[src/design/bnsc_pkg.sv]
// Shared types and constants for the bus name syntax checker.
`timescale 1ns / 1ps

package bnsc_pkg;

	typedef enum logic [1:0] {
		KIND_PATH   = 2'd0,
		KIND_IFACE  = 2'd1,
		KIND_BUS    = 2'd2,
		KIND_MEMBER = 2'd3
	} name_kind_t;

	localparam int unsigned CNT_W        = 9;
	localparam int unsigned MAX_NAME_LEN = 255;

	localparam logic [CNT_W-1:0] CNT_SAT   = {CNT_W{1'b1}};
	localparam logic [CNT_W-1:0] CNT_LIMIT = CNT_W'(MAX_NAME_LEN);

	localparam logic [7:0] CH_SLASH  = 8'h2F;
	localparam logic [7:0] CH_DOT    = 8'h2E;
	localparam logic [7:0] CH_COLON  = 8'h3A;
	localparam logic [7:0] CH_UNDER  = 8'h5F;
	localparam logic [7:0] CH_DASH   = 8'h2D;

endpackage

[src/design/bus_name_syntax_checker_top.sv]
// Top level of the bus name syntax checker: byte stream in, one verdict per name out.
`timescale 1ns / 1ps

//  channel   | ports                                   | request carries
//  ----------+-----------------------------------------+------------------------------------
//  s_axis    | tvalid, tready, tdata[7:0], tlast       | one byte of the name, last byte flag
//  m_axis    | tvalid, tready, tdata[7:0]              | verdict bit 0 = name valid
//  cfg       | cfg_wen, cfg_wdata[1:0]                 | rule set (path, iface, bus, member)
//
// Each byte request is checked by combinational logic while it sits in the input
// register; the verdict for a name loads into the output register at the edge that
// retires its last byte and raises m_axis_tvalid; a stall in the input register can delay it.
// One byte per cycle is sustained; the only stall holds a closing byte in the input
// register while the previous verdict is still waiting for m_axis_tready.
// Reset clears the name state, the rule set (object path) and both valid flags.

module bus_name_syntax_checker_top (
	input  logic                    clk,
	input  logic                    arst_n,
	input  logic                    cfg_wen,
	input  bnsc_pkg::name_kind_t    cfg_wdata,
	input  logic                    s_axis_tvalid,
	output logic                    s_axis_tready,
	input  logic [7:0]              s_axis_tdata,   // [7:0] ch
	input  logic                    s_axis_tlast,
	output logic                    m_axis_tvalid,
	input  logic                    m_axis_tready,
	output logic [7:0]              m_axis_tdata    // [0] valid_res, [7:1] zero
);
	import bnsc_pkg::*;

	// Rule set register.
	name_kind_t kind_q;

	// Input register.
	logic       vld_s1;
	logic [7:0] ch_s1;
	logic       last_s1;

	// Per-name state.
	logic [CNT_W-1:0] cnt_q;
	logic             psep_q;
	logic             seen_q;
	logic             fail_q;

	// Output register.
	logic out_vld_q;
	logic out_res_q;

	logic adv;
	logic is_first, is_alpha, is_digit, word;
	logic sep_ch;
	logic psep_n, seen_n, fail_n, fail_fin;
	logic [CNT_W-1:0] cnt_n;

	// Advance the byte in the input register unless its verdict has no room.
	assign adv           = vld_s1 && (!last_s1 || !out_vld_q || m_axis_tready);
	assign s_axis_tready = !vld_s1 || adv;

	always_ff @(posedge clk or negedge arst_n) begin
		if (!arst_n) begin
			kind_q <= KIND_PATH;
		end else if (cfg_wen) begin
			kind_q <= cfg_wdata;
		end
	end

	always_ff @(posedge clk or negedge arst_n) begin
		if (!arst_n) begin
			vld_s1 <= 1'b0;
		end else if (s_axis_tready) begin
			vld_s1 <= s_axis_tvalid;
		end
	end

	// Payload: hold while stalled.
	always_ff @(posedge clk) begin
		if (s_axis_tvalid && s_axis_tready) begin
			ch_s1   <= s_axis_tdata;
			last_s1 <= s_axis_tlast;
		end
	end

	// Character classes of the byte under test; bytes with bit 7 set fall in none.
	always_comb begin
		is_first = (cnt_q == '0);
		is_alpha = (ch_s1 >= 8'h61 && ch_s1 <= 8'h7A) || (ch_s1 >= 8'h41 && ch_s1 <= 8'h5A);
		is_digit = (ch_s1 >= 8'h30 && ch_s1 <= 8'h39);
		word     = is_alpha || is_digit || (ch_s1 == CH_UNDER)
			|| (kind_q == KIND_BUS && ch_s1 == CH_DASH);
		sep_ch   = (kind_q == KIND_PATH) ? (ch_s1 == CH_SLASH) : (ch_s1 == CH_DOT);

		psep_n = psep_q;
		seen_n = seen_q;
		fail_n = fail_q;

		if (is_first) begin
			// First byte: each rule set has its own opening character rule.
			psep_n = 1'b0;
			unique case (kind_q)
				KIND_PATH: begin
					if (ch_s1 == CH_SLASH) psep_n = 1'b1;
					else                   fail_n = 1'b1;
				end
				KIND_BUS: begin
					if (ch_s1 == CH_COLON) begin
						seen_n = 1'b1;
						psep_n = 1'b1;
					end else if (!(is_alpha || ch_s1 == CH_UNDER || ch_s1 == CH_DASH)) begin
						fail_n = 1'b1;
					end
				end
				default: begin
					if (!(is_alpha || ch_s1 == CH_UNDER)) fail_n = 1'b1;
				end
			endcase
		end else if (word) begin
			psep_n = 1'b0;
		end else if (kind_q != KIND_MEMBER && sep_ch) begin
			// Separator: reject a doubled one, note a dot for non-path kinds.
			if (psep_q) fail_n = 1'b1;
			psep_n = 1'b1;
			if (kind_q != KIND_PATH) seen_n = 1'b1;
		end else begin
			fail_n = 1'b1;
		end

		// Count bytes, saturating; only paths may exceed the length limit.
		cnt_n = (cnt_q == CNT_SAT) ? cnt_q : cnt_q + 1'b1;
		if (kind_q != KIND_PATH && cnt_q >= CNT_LIMIT) fail_n = 1'b1;

		// Checks that only apply on the closing byte.
		fail_fin = fail_n;
		if (kind_q == KIND_PATH && !is_first && ch_s1 == CH_SLASH) fail_fin = 1'b1;
		if ((kind_q == KIND_IFACE || kind_q == KIND_BUS) && !seen_n) fail_fin = 1'b1;
	end

	// Name state: advance per byte, drop back to empty after the last byte.
	always_ff @(posedge clk or negedge arst_n) begin
		if (!arst_n) begin
			cnt_q  <= '0;
			psep_q <= 1'b0;
			seen_q <= 1'b0;
			fail_q <= 1'b0;
		end else if (adv) begin
			if (last_s1) begin
				cnt_q  <= '0;
				psep_q <= 1'b0;
				seen_q <= 1'b0;
				fail_q <= 1'b0;
			end else begin
				cnt_q  <= cnt_n;
				psep_q <= psep_n;
				seen_q <= seen_n;
				fail_q <= fail_n;
			end
		end
	end

	// Verdict register: load on a closing byte, drop once taken.
	always_ff @(posedge clk or negedge arst_n) begin
		if (!arst_n) begin
			out_vld_q <= 1'b0;
		end else if (adv && last_s1) begin
			out_vld_q <= 1'b1;
		end else if (m_axis_tready) begin
			out_vld_q <= 1'b0;
		end
	end

	always_ff @(posedge clk) begin
		if (adv && last_s1) begin
			out_res_q <= !fail_fin;
		end
	end

	assign m_axis_tvalid = out_vld_q;
	assign m_axis_tdata  = {7'd0, out_res_q};

endmodule
[config.mk]
export PLATFORM = sky130hd
export DESIGN_NAME = bus_name_syntax_checker_top
export DESIGN_NICKNAME = d
export VERILOG_FILES = /design/src/design/bnsc_pkg.sv /design/src/design/bus_name_syntax_checker_top.sv
export SDC_FILE = /design/constraint.sdc
export NUM_CORES = 1
export LEC_CHECK = 0
export BUFFER_PORTS_ARGS = -buffer_cell sky130_fd_sc_hd__buf_2
export CORE_UTILIZATION = 60
export DETAILED_ROUTE_END_ITERATION = 7
export HOLD_SLACK_MARGIN = 0.08
export MAX_ROUTING_LAYER = met4
export PLACE_DENSITY = 0.84
export SLEW_MARGIN = 20
export SYNTH_ARGS = -nofsm -noshare
export SYNTH_HDL_FRONTEND = slang
export SYNTH_SLANG_ARGS = --single-unit
[constraint.sdc]
create_clock -name clk -period 3.3 [get_ports clk]
set_input_delay 0.495 -clock clk [delete_from_list [all_inputs] [get_ports clk]]
set_output_delay 0.495 -clock clk [all_outputs]
set_load 0.02 [all_outputs]
==> impl_metrics.json <==
{
  "max_cap_viol_count": 0,
  "finalSetupTns_ns": 0,
  "final_area_um2": 1710,
  "synth_edf_count": 10,
  "post_dp_cell_area_um2": 1650,
  "yosysUniqueCellTypes": 50,
  "ys_async_sr_fraction": 0.615,
  "ios": 26,
  "end_kind": "flip-flop",
  "rows": 18,
  "critPathLaunchType": "flip-flop",
  "p_per_area_nw_per_um2": 533,
  "routed_via_density": 6.00,
  "antenna_found_initial": 0,
  "pwr-share-comb": 0.284,
  "drv_slew": 0,
  "clk_path_buf_depth": 2,
  "synth_top_cell_by_area": "dfrtp_1",
  "drc": 0,
  "ys_ff_latch": 26,
  "ys_seq_area_frac": 0.446,
  "yosys_warnings": 0,
  "drt_iter0_markers": 35,
  "synth_top_area_share": 0.255,
  "port_buffers": 18,
  "grt_pass1_wl_um": 5000,
  "r2r_setup_slack_ns": 1.12,
  "dr.pass1.iters": 7,
  "grt-ovfl-total": 0,
  "rsz0062_at_grt": "false",
  "vias": 1236,
  "synth-main-ff-cell": "dfrtp_1",
  "cts_hold_buffers": 1,
  "start_util": 0.634,
  "die_h_um": 53.2,
  "grt_pass1_vias": 1102,
  "fin_skew_ns": 0.00647,
  "worst_pin_slew_ns": 0.684,
  "regArea_um2": 701,
  "post-route-min-period_ns": 2.18,
  "cp_cell_sequence": "and3_1, nand3_1, nor2_1, ha_1, nor2b_1, nor4_2, and3_1, xnor2_1, nor2_1",
  "p_int_w": 0.000618,
  "die_w_um": 53.2,
  "clock-sinks": 26,
  "cts_resized": 0,
  "cts_tree": "yes",
  "syn_area_um2": 1570,
  "setup-violations-final": 0,
  "ys_top_cells_by_area": "dfrtp_1, edfxtp_1, ha_1",
  "cts_max_level": 1,
  "fin_nets": 200,
  "crit_slowest_cell": "dfrtp_1",
  "multi_input_area_um2": 776,
  "n_antenna_cell": 0,
  "finalCritPeriodShare": 0.661,
  "dp_hpwl_um": 2330,
  "n_fill_cell": 189,
  "worstSetupPathType": "flip-flop to flip-flop",
  "slew_headroom": 0.542,
  "clkPwrFrac": 0.248,
  "clockRootBuffer": "clkbuf_4",
  "post_cts_buffers": 0,
  "final_util": 0.689,
  "final_cell_mix": "buf_2, dfrtp_1, inv_1, nor2_1",
  "outcome": "finished, final reports clean",
  "hp-class": "input pin to flip-flop",
  "postSynthAreaPerCell_um2": 10.0,
  "dp_slack_ns": 1.22,
  "final_common_cell": "buf_2",
  "arrival_ns": 2.39,
  "synthCells": 157,
  "hold_viol_final": 0,
  "fmax_mhz": 458,
  "gp_congestion": 0.880,
  "power_leakage_nw": 0.740,
  "crit_fanout": 5,
  "drtAntennaViolNets": 0,
  "vdd_ir_drop_max_mv": 0.361,
  "drive_gt1_frac": 0.193,
  "core-area_um2": 2480,
  "required_ns": 3.51,
  "drt-total-wl_um": 3120,
  "die_area_um2": 2830,
  "track_usage": 0.263,
  "area_growth_pct": 8.77,
  "grt_max_degree": 17,
  "seq_power_share": 0.468,
  "clkLatencyLatePin_ns": 0.34,
  "clk_pin_slew_ns": 0.15,
  "wl_per_cell_um": 15.2,
  "p_sw_w": 0.000292,
  "swShare": 0.321,
  "numCtsBuffers": 3,
  "fin_ws_ns": 1.12,
  "cpPeakStageDelay_ns": 0.45
}
## final timing paths
check,from,end,cells past startpoint
max,cnt_q[4],cnt_q[6],9
min,s_axis_tdata[4],ch_s1[4],1
max reg2reg,cnt_q[4],cnt_q[6],9
min reg2reg,last_s1,cnt_q[8],1
max in group asynchronous,arst_n,cnt_q[4],2
min in group asynchronous,arst_n,kind_q[0],2
## cell families (layout without fill, tap and decap cells)
group / count (synthesis) / count (layout) / synth area share
buf+inv: 21 / 34 / 0.0741
flops: 26 / 26 / 0.446
simple gates: 64 / 64 / 0.258
xor+xnor: 6 / 6 / 0.0335
other cells: 1 / 7 / 0.00239
compound gates: 32 / 32 / 0.130
fa+ha+maj: 7 / 7 / 0.0558
## synthesized netlist by cell type, types with 2 or more instances
library cell and count:
nor2_1 11, nand4_1 6, nor2b_1 4, buf_4 8, nor3_1 2, inv_1 11
or2_2 2, xor2_1 3, o21ai_0 10, nor3_2 2, nand2b_1 2, dfrtp_1 16
a31oi_1 3, nand2_1 9, xnor2_1 3, nor3b_1 2, and2_1 2, edfxtp_1 10
o22ai_1 2, ha_1 7, a21oi_1 6, and3_1 3, nand3_1 6
## final cells by class
class / instances / share of cell area
flip-flops and latches: 26 / 0.410
clock buffers: 3 / 0.0132
repair buffers: 19 / 0.0586
multi-input cells: 116 / 0.454
inverters: 11 / 0.0242
clock inverters: 1 / 0.0176
well taps: 30 / 0.0220
## per-stage QoR
stage               std cells  hold WS (ns)  power (W)
floorplan                 163         0.199   0.000636
global placement          201         0.426   0.000678
detailed placement        201         0.431   0.000689
CTS                       206         0.320   0.000909
global route              206         0.305   0.000956
finish                    206         0.317   0.000910
## power groups by stage
stage	Clock, W	Combinational [W]	Sequential, W
3_5_place_dp	0	0.000257	0.000432
2_1_floorplan	0	0.000216	0.000420
3_3_place_gp	0	0.000249	0.000429
5_1_grt	0.000236	0.000285	0.000435
4_1_cts	0.000225	0.000258	0.000425
6_report	0.000225	0.000259	0.000426
## state kept, by name, summed over array words and instances (netlist names)
signal / cells
ch_s1: 8
cnt_q: 9
fail_q: 1
kind_q: 2
last_s1: 1
m_axis_tvalid: 1
out_res_q: 1
psep_q: 1
seen_q: 1
vld_s1: 1
## critical path: cells and delay by family (launching register included)
family	cells	cell delay [ns]
xor gates and xnor gates	1	0.18
and+or+nand+nor	7	1.21
DFF	1	0.45
adders and majority gates	1	0.22
## metal layers
| layer | GRT usage | up-vias | wire length (um) |
|---|---|---|---|
| met5 | - | - | 0 |
| li1 | - | 592 | - |
| met1 | 0.314 | 588 | 1360 |
| met3 | 0.0374 | 6 | 141 |
| met4 | 0.123 | 0 | 72 |
| met2 | 0.437 | 50 | 1550 |
Note: power is estimated with default switching activity, not from simulation.
